===== src/hdl/slx_pkg.sv =====
// Shared types, result kinds and helpers for the script lexer
package slx_pkg;

  // Result kinds
  localparam logic [2:0] KIND_NUM  = 3'd0;
  localparam logic [2:0] KIND_STR  = 3'd1;
  localparam logic [2:0] KIND_NAME = 3'd2;
  localparam logic [2:0] KIND_GLOB = 3'd3;
  localparam logic [2:0] KIND_MARK = 3'd4;
  localparam logic [2:0] KIND_SIGN = 3'd5;
  localparam logic [2:0] KIND_ERR  = 3'd6;
  localparam logic [2:0] KIND_END  = 3'd7;

  // Keyword codes
  localparam logic [2:0] KW_NONE   = 3'd0;
  localparam logic [2:0] KW_DEF    = 3'd1;
  localparam logic [2:0] KW_RETURN = 3'd2;
  localparam logic [2:0] KW_IF     = 3'd3;
  localparam logic [2:0] KW_ELSE   = 3'd4;
  localparam logic [2:0] KW_WHILE  = 3'd5;
  localparam logic [2:0] KW_NULL   = 3'd6;

  localparam int unsigned MaxResults = 4;

  typedef struct packed {
    logic [7:0] char_code;
    logic       last;
  } in_word_t;

  typedef struct packed {
    logic [2:0] kind;
    logic [7:0] char_out;
    logic [7:0] second_char;
    logic       has_char;
    logic       token_first;
    logic       token_last;
    logic [2:0] keyword;
    logic       run_last;
  } out_word_t;

  // Build one result word, run_last cleared
  function automatic out_word_t mk_word(logic [2:0] kind, logic [7:0] ch, logic [7:0] ch2,
                                        logic has, logic fst, logic lst, logic [2:0] kw);
    out_word_t w;
    w.kind        = kind;
    w.char_out    = ch;
    w.second_char = ch2;
    w.has_char    = has;
    w.token_first = fst;
    w.token_last  = lst;
    w.keyword     = kw;
    w.run_last    = 1'b0;
    return w;
  endfunction

  // Keyword match on the saturated length and the last six characters
  function automatic logic [2:0] kw_of(logic [2:0] len, logic [47:0] pfx);
    logic [2:0] k;
    k = KW_NONE;
    if (len == 3'd3 && pfx == 48'h646566)        k = KW_DEF;
    if (len == 3'd6 && pfx == 48'h72657475726E)  k = KW_RETURN;
    if (len == 3'd2 && pfx == 48'h6966)          k = KW_IF;
    if (len == 3'd4 && pfx == 48'h656C7365)      k = KW_ELSE;
    if (len == 3'd5 && pfx == 48'h7768696C65)    k = KW_WHILE;
    if (len == 3'd4 && pfx == 48'h6E756C6C)      k = KW_NULL;
    return k;
  endfunction

endpackage


===== src/hdl/script_lexer_with_sign_folding.sv =====
// Streaming script lexer with sign folding: top level
//
// One ASCII character enters per input word (in_word_i, with a last flag that
// closes the source text). Each character yields zero to four result words on
// the output channel, in order, each carrying run_last on the final one.
// Both channels use valid/stall: a word moves on a rising edge where valid is
// high and stall is low.
// The lexer state and all result words of a character are worked out
// combinationally from the input word and latched into a four-deep result
// buffer; the first result appears on the output in the cycle after the input
// is taken. Throughput: one character per cycle while each yields at most one
// result and the receiver does not stall; the buffer drains one word per cycle
// while not stalled. The input is stalled while the buffer still holds more
// than one word, or one word that the receiver is stalling.
// Reset (asynchronous, active low) empties the buffer and puts the lexer
// between tokens. A stalled output word holds steady until taken.
// After a last character all lexer state returns to its reset values.
module script_lexer_with_sign_folding (
  input  logic                 clk_i,
  input  logic                 rst_ni,
  input  logic                 in_valid_i,
  output logic                 in_stall_o,
  input  slx_pkg::in_word_t    in_word_i,
  output logic                 out_valid_o,
  input  logic                 out_stall_i,
  output slx_pkg::out_word_t   out_word_o
);

  localparam logic [3:0] MODE_IDLE = 4'd0;
  localparam logic [3:0] MODE_NUM  = 4'd1;
  localparam logic [3:0] MODE_STR  = 4'd2;
  localparam logic [3:0] MODE_ESC  = 4'd3;
  localparam logic [3:0] MODE_NAME = 4'd4;
  localparam logic [3:0] MODE_GLOB = 4'd5;
  localparam logic [3:0] MODE_MARK = 4'd6;
  localparam logic [3:0] MODE_CMT  = 4'd7;
  localparam logic [3:0] MODE_ERR  = 4'd8;

  // Lexer state
  logic [3:0]  mode_q, mode_d;
  logic [7:0]  held_q, held_d;
  logic        hv_q, hv_d;
  logic        fp_q, fp_d;
  logic        dot_q, dot_d;
  logic [2:0]  nlen_q, nlen_d;
  logic [47:0] npfx_q, npfx_d;
  logic        sp_q, sp_d;
  logic        sn_q, sn_d;

  // Result buffer
  slx_pkg::out_word_t buf_q [slx_pkg::MaxResults];
  slx_pkg::out_word_t res   [slx_pkg::MaxResults];
  logic [2:0] cnt_q;
  logic [2:0] n;

  logic accept, pop;
  logic [7:0] c, f, pc;
  logic is_al, is_dg, is_wd, pair;
  logic do_push, do_end, do_res, do_start;
  logic [2:0] kd;

  assign pop         = (cnt_q != 3'd0) && !out_stall_i;
  assign in_stall_o  = (cnt_q > 3'd1) || ((cnt_q == 3'd1) && out_stall_i);
  assign accept      = in_valid_i && !in_stall_o;
  assign out_valid_o = (cnt_q != 3'd0);
  assign out_word_o  = buf_q[0];

  // Kind of the open token
  function automatic logic [2:0] kind_of(logic [3:0] m);
    logic [2:0] k;
    unique case (m)
      MODE_NUM:  k = slx_pkg::KIND_NUM;
      MODE_NAME: k = slx_pkg::KIND_NAME;
      MODE_GLOB: k = slx_pkg::KIND_GLOB;
      default:   k = slx_pkg::KIND_STR;
    endcase
    return k;
  endfunction

  // Next lexer state and results for one character
  always_comb begin
    mode_d = mode_q; held_d = held_q; hv_d = hv_q; fp_d = fp_q; dot_d = dot_q;
    nlen_d = nlen_q; npfx_d = npfx_q; sp_d = sp_q; sn_d = sn_q;
    n = 3'd0;
    for (int i = 0; i < slx_pkg::MaxResults; i++) begin
      res[i] = slx_pkg::mk_word(slx_pkg::KIND_END, 8'd0, 8'd0, 1'b0, 1'b0, 1'b0,
                                slx_pkg::KW_NONE);
    end
    c = in_word_i.char_code;
    f = held_q;
    is_al = (c >= "a" && c <= "z") || (c >= "A" && c <= "Z");
    is_dg = (c >= "0" && c <= "9");
    is_wd = is_al || is_dg || (c == "_");
    pair  = ((c == "=") && (f == "=" || f == "!" || f == "<" || f == ">")) ||
            ((c == "|") && (f == "|")) || ((c == "/") && (f == "/"));
    do_push = 1'b0; do_end = 1'b0; do_res = 1'b0; do_start = 1'b0;
    pc = c;
    kd = slx_pkg::KW_NONE;

    if (mode_d != MODE_ERR) begin
      if (c[7]) begin
        // high code: error in every mode outside the error mode
        if (n < 3'd4) res[n[1:0]] = slx_pkg::mk_word(slx_pkg::KIND_ERR, 8'd0, 8'd0,
                                                       1'b0, 1'b1, 1'b1, slx_pkg::KW_NONE);
        if (n < 3'd4) n = n + 3'd1;
        mode_d = MODE_ERR; hv_d = 1'b0; held_d = 8'd0; fp_d = 1'b1; dot_d = 1'b0;
        nlen_d = 3'd0; npfx_d = '0; sp_d = 1'b0; sn_d = 1'b0;
      end else begin
        unique case (mode_d)
          MODE_IDLE: do_start = 1'b1;
          MODE_NUM: begin
            if (is_dg) do_push = 1'b1;
            else if (c == "." && !dot_q) begin
              dot_d = 1'b1; do_push = 1'b1;
            end else if (c == "." || is_al || c == "_") begin
              if (n < 3'd4) res[n[1:0]] = slx_pkg::mk_word(slx_pkg::KIND_ERR, 8'd0, 8'd0,
                                                           1'b0, 1'b1, 1'b1, slx_pkg::KW_NONE);
              if (n < 3'd4) n = n + 3'd1;
              mode_d = MODE_ERR; hv_d = 1'b0; held_d = 8'd0; fp_d = 1'b1; dot_d = 1'b0;
              nlen_d = 3'd0; npfx_d = '0; sp_d = 1'b0; sn_d = 1'b0;
            end else begin
              do_end = 1'b1; do_start = 1'b1;
            end
          end
          MODE_NAME: begin
            if (is_wd) begin
              do_push = 1'b1;
              npfx_d = {npfx_q[39:0], c};
              if (nlen_q != 3'd7) nlen_d = nlen_q + 3'd1;
            end else begin
              do_end = 1'b1; do_start = 1'b1;
            end
          end
          MODE_GLOB: begin
            if (is_wd) do_push = 1'b1;
            else begin
              do_end = 1'b1; do_start = 1'b1;
            end
          end
          MODE_STR, MODE_ESC: begin
            if (c == 8'h0A) begin
              // raw or escaped newline inside a string
              if (n < 3'd4) res[n[1:0]] = slx_pkg::mk_word(slx_pkg::KIND_ERR, 8'd0, 8'd0,
                                                           1'b0, 1'b1, 1'b1, slx_pkg::KW_NONE);
              if (n < 3'd4) n = n + 3'd1;
              mode_d = MODE_ERR; hv_d = 1'b0; held_d = 8'd0; fp_d = 1'b1; dot_d = 1'b0;
              nlen_d = 3'd0; npfx_d = '0; sp_d = 1'b0; sn_d = 1'b0;
            end else if (mode_q == MODE_ESC) begin
              mode_d = MODE_STR; do_push = 1'b1;
              pc = (c == "n") ? 8'h0A : c;
            end else if (c == "\\") mode_d = MODE_ESC;
            else if (c == "\"") do_end = 1'b1;
            else do_push = 1'b1;
          end
          MODE_MARK: begin
            if (pair) begin
              held_d = 8'd0;
              if (f == "/") mode_d = MODE_CMT;
              else begin
                mode_d = MODE_IDLE;
                if (sp_d) begin
                  if (n < 3'd4) res[n[1:0]] = slx_pkg::mk_word(slx_pkg::KIND_SIGN,
                                                sn_d ? "-" : "+", 8'd0, 1'b1, 1'b1, 1'b1,
                                                slx_pkg::KW_NONE);
                  if (n < 3'd4) n = n + 3'd1;
                end
                sp_d = 1'b0; sn_d = 1'b0;
                if (n < 3'd4) res[n[1:0]] = slx_pkg::mk_word(slx_pkg::KIND_MARK, f, c, 1'b1,
                                                             1'b1, 1'b1, slx_pkg::KW_NONE);
                if (n < 3'd4) n = n + 3'd1;
              end
            end else begin
              do_res = 1'b1; do_start = 1'b1;
            end
          end
          MODE_CMT: if (c == 8'h0A) mode_d = MODE_IDLE;
          default: ;
        endcase

        // append a character to the open token
        if (do_push) begin
          if (hv_d) begin
            if (n < 3'd4) res[n[1:0]] = slx_pkg::mk_word(kind_of(mode_d), held_d, 8'd0, 1'b1,
                                                         fp_d, 1'b0, slx_pkg::KW_NONE);
            if (n < 3'd4) n = n + 3'd1;
            fp_d = 1'b0;
          end
          held_d = pc; hv_d = 1'b1;
        end

        // close the open token
        if (do_end) begin
          kd = (mode_d == MODE_NAME) ? slx_pkg::kw_of(nlen_d, npfx_d) : slx_pkg::KW_NONE;
          if (n < 3'd4) res[n[1:0]] = slx_pkg::mk_word(kind_of(mode_d), hv_d ? held_d : 8'd0,
                                                       8'd0, hv_d, hv_d ? fp_d : 1'b1, 1'b1, kd);
          if (n < 3'd4) n = n + 3'd1;
          hv_d = 1'b0; held_d = 8'd0; fp_d = 1'b1; dot_d = 1'b0;
          nlen_d = 3'd0; npfx_d = '0; mode_d = MODE_IDLE;
        end

        // settle a one-character mark
        if (do_res) begin
          held_d = 8'd0; mode_d = MODE_IDLE;
          if (f == "|") begin
            if (n < 3'd4) res[n[1:0]] = slx_pkg::mk_word(slx_pkg::KIND_ERR, 8'd0, 8'd0,
                                                         1'b0, 1'b1, 1'b1, slx_pkg::KW_NONE);
            if (n < 3'd4) n = n + 3'd1;
            mode_d = MODE_ERR; hv_d = 1'b0; fp_d = 1'b1; dot_d = 1'b0;
            nlen_d = 3'd0; npfx_d = '0; sp_d = 1'b0; sn_d = 1'b0;
          end else begin
            if (sp_d) begin
              if (n < 3'd4) res[n[1:0]] = slx_pkg::mk_word(slx_pkg::KIND_SIGN,
                                            sn_d ? "-" : "+", 8'd0, 1'b1, 1'b1, 1'b1,
                                            slx_pkg::KW_NONE);
              if (n < 3'd4) n = n + 3'd1;
            end
            sp_d = 1'b0; sn_d = 1'b0;
            if (n < 3'd4) res[n[1:0]] = slx_pkg::mk_word(slx_pkg::KIND_MARK, f, 8'd0, 1'b1,
                                                         1'b1, 1'b1, slx_pkg::KW_NONE);
            if (n < 3'd4) n = n + 3'd1;
          end
        end

        // start a new token from between tokens
        if (do_start && mode_d == MODE_IDLE) begin
          if (c == "+" || c == "-") begin
            if (sp_d) sn_d = sn_d ^ (c == "-");
            else begin
              sp_d = 1'b1; sn_d = (c == "-");
            end
          end else if (c == " " || c == 8'h0A) begin
            // blank: dropped
          end else if (c == "|" || c == "=" || c == "!" || c == "<" || c == ">" ||
                       c == "/") begin
            mode_d = MODE_MARK; held_d = c;
          end else if (is_wd || c == "&" || c == "\"" || c == "," || c == "." ||
                       c == "*" || c == "(" || c == ")" || c == "{" || c == "}" ||
                       c == "[" || c == "]" || c == ";") begin
            // every other accepted start releases a pending sign first
            if (sp_d) begin
              if (n < 3'd4) res[n[1:0]] = slx_pkg::mk_word(slx_pkg::KIND_SIGN,
                                            sn_d ? "-" : "+", 8'd0, 1'b1, 1'b1, 1'b1,
                                            slx_pkg::KW_NONE);
              if (n < 3'd4) n = n + 3'd1;
            end
            sp_d = 1'b0; sn_d = 1'b0;
            if (c == "&") begin
              mode_d = MODE_GLOB; fp_d = 1'b1;
            end else if (c == "\"") begin
              mode_d = MODE_STR; fp_d = 1'b1;
            end else if (is_wd) begin
              mode_d = is_dg ? MODE_NUM : MODE_NAME;
              fp_d = 1'b1; dot_d = 1'b0;
              if (!is_dg) begin
                npfx_d = {40'd0, c}; nlen_d = 3'd1;
              end
              if (hv_d) begin
                if (n < 3'd4) res[n[1:0]] = slx_pkg::mk_word(kind_of(mode_d), held_d, 8'd0,
                                                             1'b1, fp_d, 1'b0,
                                                             slx_pkg::KW_NONE);
                if (n < 3'd4) n = n + 3'd1;
                fp_d = 1'b0;
              end
              held_d = c; hv_d = 1'b1;
            end else begin
              if (n < 3'd4) res[n[1:0]] = slx_pkg::mk_word(slx_pkg::KIND_MARK, c, 8'd0, 1'b1,
                                                           1'b1, 1'b1, slx_pkg::KW_NONE);
              if (n < 3'd4) n = n + 3'd1;
            end
          end else begin
            if (n < 3'd4) res[n[1:0]] = slx_pkg::mk_word(slx_pkg::KIND_ERR, 8'd0, 8'd0,
                                                         1'b0, 1'b1, 1'b1, slx_pkg::KW_NONE);
            if (n < 3'd4) n = n + 3'd1;
            mode_d = MODE_ERR; hv_d = 1'b0; held_d = 8'd0; fp_d = 1'b1; dot_d = 1'b0;
            nlen_d = 3'd0; npfx_d = '0; sp_d = 1'b0; sn_d = 1'b0;
          end
        end
      end
    end

    // end of text: close what is open, release the sign, then the end word
    if (in_word_i.last) begin
      if (mode_d == MODE_NUM || mode_d == MODE_NAME || mode_d == MODE_GLOB ||
          mode_d == MODE_STR || mode_d == MODE_ESC) begin
        kd = (mode_d == MODE_NAME) ? slx_pkg::kw_of(nlen_d, npfx_d) : slx_pkg::KW_NONE;
        if (n < 3'd4) res[n[1:0]] = slx_pkg::mk_word(kind_of(mode_d), hv_d ? held_d : 8'd0,
                                                     8'd0, hv_d, hv_d ? fp_d : 1'b1, 1'b1, kd);
        if (n < 3'd4) n = n + 3'd1;
        mode_d = MODE_IDLE;
      end else if (mode_d == MODE_MARK) begin
        if (held_d == "|") begin
          if (n < 3'd4) res[n[1:0]] = slx_pkg::mk_word(slx_pkg::KIND_ERR, 8'd0, 8'd0,
                                                       1'b0, 1'b1, 1'b1, slx_pkg::KW_NONE);
          if (n < 3'd4) n = n + 3'd1;
          mode_d = MODE_ERR;
        end else begin
          if (sp_d) begin
            if (n < 3'd4) res[n[1:0]] = slx_pkg::mk_word(slx_pkg::KIND_SIGN,
                                          sn_d ? "-" : "+", 8'd0, 1'b1, 1'b1, 1'b1,
                                          slx_pkg::KW_NONE);
            if (n < 3'd4) n = n + 3'd1;
          end
          sp_d = 1'b0;
          if (n < 3'd4) res[n[1:0]] = slx_pkg::mk_word(slx_pkg::KIND_MARK, held_d, 8'd0,
                                                       1'b1, 1'b1, 1'b1, slx_pkg::KW_NONE);
          if (n < 3'd4) n = n + 3'd1;
          mode_d = MODE_IDLE;
        end
      end
      if (mode_d != MODE_ERR && sp_d) begin
        if (n < 3'd4) res[n[1:0]] = slx_pkg::mk_word(slx_pkg::KIND_SIGN, sn_d ? "-" : "+",
                                                     8'd0, 1'b1, 1'b1, 1'b1,
                                                     slx_pkg::KW_NONE);
        if (n < 3'd4) n = n + 3'd1;
      end
      if (n < 3'd4) res[n[1:0]] = slx_pkg::mk_word(slx_pkg::KIND_END, 8'd0, 8'd0, 1'b0,
                                                   1'b1, 1'b1, slx_pkg::KW_NONE);
      if (n < 3'd4) n = n + 3'd1;
      mode_d = MODE_IDLE; held_d = 8'd0; hv_d = 1'b0; fp_d = 1'b1; dot_d = 1'b0;
      nlen_d = 3'd0; npfx_d = '0; sp_d = 1'b0; sn_d = 1'b0;
    end

    // mark the final result of this character
    if (n != 3'd0) res[n[1:0] - 2'd1].run_last = 1'b1;
  end

  // Lexer state registers
  always_ff @(posedge clk_i or negedge rst_ni) begin
    if (!rst_ni) begin
      mode_q <= MODE_IDLE;
      held_q <= 8'd0;
      hv_q   <= 1'b0;
      fp_q   <= 1'b1;
      dot_q  <= 1'b0;
      nlen_q <= 3'd0;
      npfx_q <= '0;
      sp_q   <= 1'b0;
      sn_q   <= 1'b0;
    end else if (accept) begin
      mode_q <= mode_d;
      held_q <= held_d;
      hv_q   <= hv_d;
      fp_q   <= fp_d;
      dot_q  <= dot_d;
      nlen_q <= nlen_d;
      npfx_q <= npfx_d;
      sp_q   <= sp_d;
      sn_q   <= sn_d;
    end
  end

  // Result buffer count: loaded only when empty or emptying this cycle
  always_ff @(posedge clk_i or negedge rst_ni) begin
    if (!rst_ni) begin
      cnt_q <= 3'd0;
    end else if (accept) begin
      cnt_q <= n;
    end else if (pop) begin
      cnt_q <= cnt_q - 3'd1;
    end
  end

  // Result buffer payload: loaded on each character taken, else shifted down on each word taken
  always_ff @(posedge clk_i) begin
    if (accept) begin
      for (int i = 0; i < slx_pkg::MaxResults; i++) buf_q[i] <= res[i];
    end else if (pop) begin
      for (int i = 0; i < slx_pkg::MaxResults - 1; i++) buf_q[i] <= buf_q[i + 1];
    end
  end

endmodule


===== config.mk =====
export PLATFORM = sky130hd
export DESIGN_NAME = script_lexer_with_sign_folding
export DESIGN_NICKNAME = d
export VERILOG_FILES = /design/src/hdl/slx_pkg.sv /design/src/hdl/script_lexer_with_sign_folding.sv
export SDC_FILE = /design/constraint.sdc
export NUM_CORES = 1
export LEC_CHECK = 0
export BUFFER_PORTS_ARGS = -buffer_cell sky130_fd_sc_hd__buf_2
export CORE_ASPECT_RATIO = 0.8
export CORE_UTILIZATION = 23
export CTS_BUF_LIST = sky130_fd_sc_hd__clkbuf_16
export CTS_CLUSTER_DIAMETER = 30
export CTS_CLUSTER_SIZE = 10
export DETAILED_ROUTE_END_ITERATION = 8
export PLACE_DENSITY = 0.34
export SLEW_MARGIN = 20
export SYNTH_ARGS = -nofsm -noshare
export SYNTH_HDL_FRONTEND = slang
export SYNTH_SLANG_ARGS = --single-unit

===== constraint.sdc =====
create_clock -name clk_i -period 13.9 [get_ports clk_i]
set_input_delay 2.78 -clock clk_i [delete_from_list [all_inputs] [get_ports clk_i]]
set_output_delay 2.78 -clock clk_i [all_outputs]
set_load 0.1 [all_outputs]

==> results of run 1 <==
layout by cell type, fill, tap and decap left out, drive strengths merged, types with 17 or more instances in the layout:
| cell | count |
|---|---|
| ha | 44 |
| nor2 | 196 |
| nor3 | 82 |
| dfrtp | 70 |
| nand2b | 17 |
| a21o | 32 |
| a221oi | 17 |
| or3 | 17 |
| a31oi | 57 |
| a22o | 38 |
| o31ai | 29 |
| buf | 136 |
| inv | 62 |
| o211ai | 37 |
| and3 | 37 |
| nand3 | 100 |
| a32oi | 21 |
| a22oi | 60 |
| clkbuf | 19 |
| o21ai | 238 |
| nand4 | 36 |
| a211oi | 39 |
| nand2 | 276 |
| edfxtp | 88 |
| nor4 | 33 |
| and2 | 34 |
| o22ai | 63 |
| a21oi | 172 |
routing by layer:
layer | share of wire [%] | global-route usage (%) | up-vias
met2 | 40 | 39.7 | 1313
met4 | 2.2 | 7.00 | 4
met1 | 48 | 44.4 | 11100
li1 | - | - | 9391
met3 | 10 | 6.85 | 135
met5 | 0.018 | 0 | -
path summary, 6_finish.rpt:
check | startpoint | endpoint | slack, ns | cells after the start
setup reg to reg | f[1] | buf_q[0][13] | 2.01 | 40
setup / recovery | in_word_i[3] | buf_q[0][13] | 0.67 | 40
hold / removal | npfx_q[47] | npfx_q[47] | 0.52 | 2
min in group asynchronous | rst_ni | mode_q[3] | 2.10 | 1
hold reg to reg | npfx_q[47] | npfx_q[47] | 0.52 | 2
max in group asynchronous | rst_ni | npfx_q[26] | 10.62 | 2
registers in the layout, summed over array words and instances (netlist names):
register,flops
dot_q,1
hv_q,1
nlen_q,3
fp_q,1
mode_q,4
cnt_q,3
sp_q,1
f,8
buf_q,88
sn_q,1
npfx_q,48
layout make-up:
type / instances / area, µm²
antenna: 3 / 7.51
clock buffer: 19 / 475
clock inverter: 13 / 135
fill: 8474 / 56100
inverter: 60 / 225
multi-input combinational: 2005 / 12500
sequential: 159 / 4420
tap: 1012 / 1270
timing repair buffer: 136 / 926
stage by stage:
| step | cells | util, % |
|---|---|---|
| floorplan | 2426 | - |
| global placement | 3371 | 25.4 |
| detailed placement | 3372 | 25.4 |
| CTS | 3404 | 26.2 |
| global route | 3404 | 26.2 |
| finish | 3407 | 26.2 |
critical path: cells and delay by family:
| kind | cells | cell delay, ns |
|---|---|---|
| compound gates | 15 | 4.87 |
| simple gates | 11 | 2.06 |
| buf+inv | 5 | 1.00 |
| fa+ha+maj | 8 | 2.50 |
| mux | 1 | 0.36 |
power by group:
group	switching, mW	internal [mW]	leakage (nW)	total [mW]
logic	2.16	0.672	4.79	2.83
registers	0.162	0.688	1.81	0.850
clock network	0.232	0.286	0.309	0.518
logic make-up (layout without fill, tap and decap cells):
group / count (synthesis) / after routing
compound gates: 1025 / 1025
simple gates: 919 / 919
buf+inv: 262 / 228
flops: 159 / 159
fa+ha+maj: 44 / 44
mux: 9 / 9
xor+xnor: 6 / 6
other cells: 1 / 5
==> out/results.ini, run 1 <==
[critical_path]
worst_ep_required_time_ns=14.26
crit_type=input port to flip-flop
crit_slowest_cell=a22oi_1
cp_common_cell=ha_1
crit_fanout=24
critPathArrivalTime_ns=13.59
crit_path_max_incr_delay_ns=0.59
cp-start-kind=input port
worst_setup_path_end_kind=flip-flop

[global_route]
grt_max_degree=71
antenna_found_initial=3
grt_first_pass_wirelength_um=164000
grt.total_usage_pct=29.0
first_global_vias=20000
grt-ovfl-total=0

[timing]
hold_viol_final=0
max-slew-margin-rel_pct=18.1
fin_crit_sh_pct=95.1
worst_slew_pin_slew_ns=1.20
holdWs_ns=0.521
rsz0062_at_grt=no
setup_tns_ns=0
setup_violations=0
fmax_ghz=0.0756
fin_ws_ns=0.675
slew_violations=0
period_minus_slack_ns=13.23
finClkSkew_ns=0.0208

[routing]
vias_per_cell=6.45
drt-pass1-iter-count=6
drt-total-wl_um=117000
drtAntennaViolNets=0
post-route-drc-count=0
drt_iter0_drc=3127
wl_per_cell_um=34.3
vias=22000

[worst_hold_path]
hp-class=flip-flop to flip-flop

[synthesis]
synth-compound-area-share_pct=39.8
syn_inst=2425
muxShareOfSynthArea_pct=0.526
yosysMostFrequentCell=nand2_1
synth_top_family_by_area=compound AO/OA/AOI/OAI gates
synth-simple-area-share_pct=25.7
synth_cell_types=108
synth_area_leaders=edfxtp_1 (15%), dfrtp_1 (9.8%), o21ai_0 (6.1%)
synthXorXnorAreaFrac_pct=0.295
syn_avg_cell_area_um2=7.35
ys.flop_type=edfxtp_1
post_synth_fa_ha_maj_area_fraction_pct=3.09
ys_seq_area_share_pct=24.8
async_flop_share_pct=44.7
synth_top_area_share_pct=14.8
synth_edf_count=88
synthTopCellsByCount=nand2_1 (276), o21ai_0 (219), nor2_1 (195), a21oi_1 (171), clkbuf_1 (160)
ys_ff_latch=159
synth_area_mm2=0.0178
ys_warn_count=0
synth_top_cell_by_area=edfxtp_1

[status]
status=complete, no violations

[floorplanning]
die_area_mm2=0.0786
start_util_pct=23.5
die_y_um=251
die_w_um=313
row_count=90
io_pins=41
core_mm2=0.0760

[clocking]
clockRootBuffer=clkbuf_16
ctsHoldBuffers=0
clk_pin_slew_ns=0.07
clkLatencyLatePin_ns=0.50
cts_setup_buffers=0
cts_tree=yes
clock_path_buffers=2
h-tree-depth=4
cts-buffers-inserted=17
clkSinkCount=159
ctsResizeCount=0

[placement]
port_buffers=40
place_congestion=0.992
dpl_cell_area_mm2=0.0193
dpl_worst_slack_ns=0.579
hpwl_um=90200

[final_layout]
drive_above_1_share_pct=10.6
fin_nets=2436
area_delta_synth_final_pct=11.9
design_area_mm2=0.0199

[power]
ir_drop_v=0.0000890
p_leak_nw=6.91
power_mw=4.20
powerDensity_mw_per_mm2=210

[run]
maxCapViolations=0

No activity file was read; power rests on OpenSTA's default activity.
==> run 2, diff against run 1 <==
==> constraint.sdc (replaced) <==
create_clock -name clk_i -period 14.82 [get_ports clk_i]
set_input_delay 2.964 -clock clk_i [delete_from_list [all_inputs] [get_ports clk_i]]
set_output_delay 2.964 -clock clk_i [all_outputs]
set_load 0.1 [all_outputs]
==> out/results.ini, run 2 (synthesis gave the netlist of run 1 again) <==
[placement]
hpwl_um=91900  ; +2.0%
place_congestion=1.01  ; +1.4%
port_buffers=40  ; unchanged

[timing]
period_minus_slack_ns=13.80
worst_slew_pin_slew_ns=1.30  ; +0.0996 ns
setup_tns_ns=0  ; unchanged
finClkSkew_ns=0.0192  ; -0.00164 ns
setup_violations=0  ; unchanged
hold_viol_final=0  ; unchanged
slew_violations=0  ; unchanged
fmax_ghz=0.0725
rsz0062_at_grt=no
holdWs_ns=0.521  ; +0.000506 ns
fin_crit_sh_pct=93.1
max-slew-margin-rel_pct=12.7  ; -5.4 points

[global_route]
antenna_found_initial=3  ; unchanged
grt_first_pass_wirelength_um=167000  ; +1.8%
grt_max_degree=71  ; unchanged
first_global_vias=20400  ; +1.8%
grt.total_usage_pct=29.7  ; +0.69 points
grt-ovfl-total=0  ; unchanged

[clocking]
clk_pin_slew_ns=0.07  ; about the same
h-tree-depth=4  ; unchanged
clockRootBuffer=clkbuf_16
clock_path_buffers=2  ; unchanged
ctsHoldBuffers=0  ; unchanged
cts_tree=yes
clkSinkCount=159  ; unchanged
cts_setup_buffers=0  ; unchanged
ctsResizeCount=0  ; unchanged
clkLatencyLatePin_ns=0.51  ; about the same
cts-buffers-inserted=17  ; unchanged

[routing]
drt-total-wl_um=120000  ; +2.3%
vias_per_cell=6.50  ; +0.73%
drtAntennaViolNets=0  ; unchanged
drt-pass1-iter-count=6  ; unchanged
post-route-drc-count=0  ; unchanged
wl_per_cell_um=35.2  ; +2.7%
vias=22100  ; +0.37%
drt_iter0_drc=3047  ; -2.6%

[run]
maxCapViolations=0  ; unchanged

[final_layout]
fin_nets=2426  ; -0.41%
final_cell_mix=nand2_1 (274), o21ai_0 (217), nor2_1 (191)
area_delta_synth_final_pct=11.2
final_common_cell=nand2_1
largest-register=buf_q
drive_above_1_share_pct=10.2  ; -0.38 points
largest_register_ffs=88  ; unchanged

[critical_path]
cp-start-kind=input port
r2r_end=buf_q[2][23]
crit_buf_inv=7  ; +2
worst_ep_required_time_ns=15.06  ; +0.80 ns
critPathTopFamily=compound AO/OA/AOI/OAI gates
worst_setup_path_end_kind=flip-flop
crit-reg2reg-launch=f[3]
crit_fanout=33  ; +38%
crit_type=input port to flip-flop
reg2reg_depth=41  ; +2.5%
cp_common_cell=ha_1
crit_slowest_cell=o21ai_0
crit_path_max_incr_delay_ns=0.65  ; +0.06 ns
r2r_slack_ns=3.05  ; +1.04 ns
critPathArrivalTime_ns=14.04  ; +0.45 ns

[status]
status=complete, no violations

[floorplanning]
core_mm2=0.0760  ; unchanged
io_pins=41  ; unchanged
die_w_um=313  ; unchanged
die_y_um=251  ; unchanged
row_count=90  ; unchanged
start_util_pct=23.5  ; unchanged
die_area_mm2=0.0786  ; unchanged

[worst_hold_path]
hp-class=flip-flop to flip-flop
worstHoldPathCells=2  ; unchanged
worst_hold_path.endpoint=buf_q[2][5]
min-delay-start=buf_q[3][5]

[power]
switching_share_pct=61.7  ; +0.98 points
p_switching_mw=2.43  ; -4.7%
clkPwrFrac_pct=11.5  ; -0.8 points
intPower_mw=1.51  ; -8.6%
combPwrFrac_pct=68.5  ; +1.1 points
powerDensity_mw_per_mm2=199  ; -5.6%
ir_drop_v=0.0000759  ; -15%
p_leak_nw=6.83  ; -1.3%
seqPwrFrac_pct=20.0  ; -0.3 points

## run 2: changes by cell type in the layout (fill, tap and decap cells not counted), sizes merged
cell	before	now
clkinv	8	9
diode	3	1
bufinv	2	1
clkinvlp	1	3
clkbuf	19	17
buf	136	126
## run 2: power groups by stage
stage	registers [mW]	clock network (mW)	logic, mW
4_1_cts	0.784	0.464	2.61
6_report	0.789	0.452	2.70
3_3_place_gp	0.796	0	2.63
5_1_grt	0.802	0.476	2.80
3_5_place_dp	0.793	0	2.60
2_1_floorplan	0.937	0	1.41
## run 2: worst max path at each step
stage                       from            to  slack (ns)  cells after the start
floorplan           in_word_i[5]   buf_q[1][5]        2.92                     40
global placement    in_word_i[1]   buf_q[1][7]        1.30                     43
detailed placement  in_word_i[1]  buf_q[1][13]        0.88                     40
CTS                 in_word_i[1]  buf_q[0][13]        1.39                     40
global route        in_word_i[1]  buf_q[2][23]        0.26                     40
finish              in_word_i[1]  buf_q[2][23]        1.02                     40
## run 2: area by class of cell
type	count	area, µm²
clock buffer	17	425
tap	1012	1270
sequential	159	4420
inverter	60	225
clock inverter	15	135
timing repair buffer	126	851
fill	8490	56200
antenna	1	2.50
multi-input combinational	2005	12500
## run 2: worst reg2reg max path: cells and delay by family (launching register included)
kind / cells / cell delay (ns)
buf+inv: 7 / 1.05
mux: 2 / 0.62
compound gates: 18 / 5.85
simple gates: 6 / 0.78
flops: 1 / 0.72
fa+ha+maj: 8 / 2.46
## run 2: layer usage
metal  up-vias  track usage (%)  wire, µm
met5         -                0        27
met4         4             7.50      2520
met3       136             7.71     12200
met2      1307             40.8     47600
met1     11300             44.8     57300
li1       9361                -         -
## run 2: per-stage QoR
| stage | setup slack (ns) | utilization [%] | area [µm²] | std cells | power (mW) |
|---|---|---|---|---|---|
| after global routing | 0.257 | 26.1 | 19800 | 3394 | 4.08 |
| after global placement | 1.30 | 25.3 | 19300 | 3362 | 3.43 |
| after floorplan | 2.92 | - | 17800 | 2426 | 2.35 |
| after CTS | 1.39 | 26.1 | 19800 | 3394 | 3.86 |
| final | 1.02 | 26.1 | 19800 | 3395 | 3.94 |
| after detailed placement | 0.879 | 25.3 | 19300 | 3362 | 3.39 |
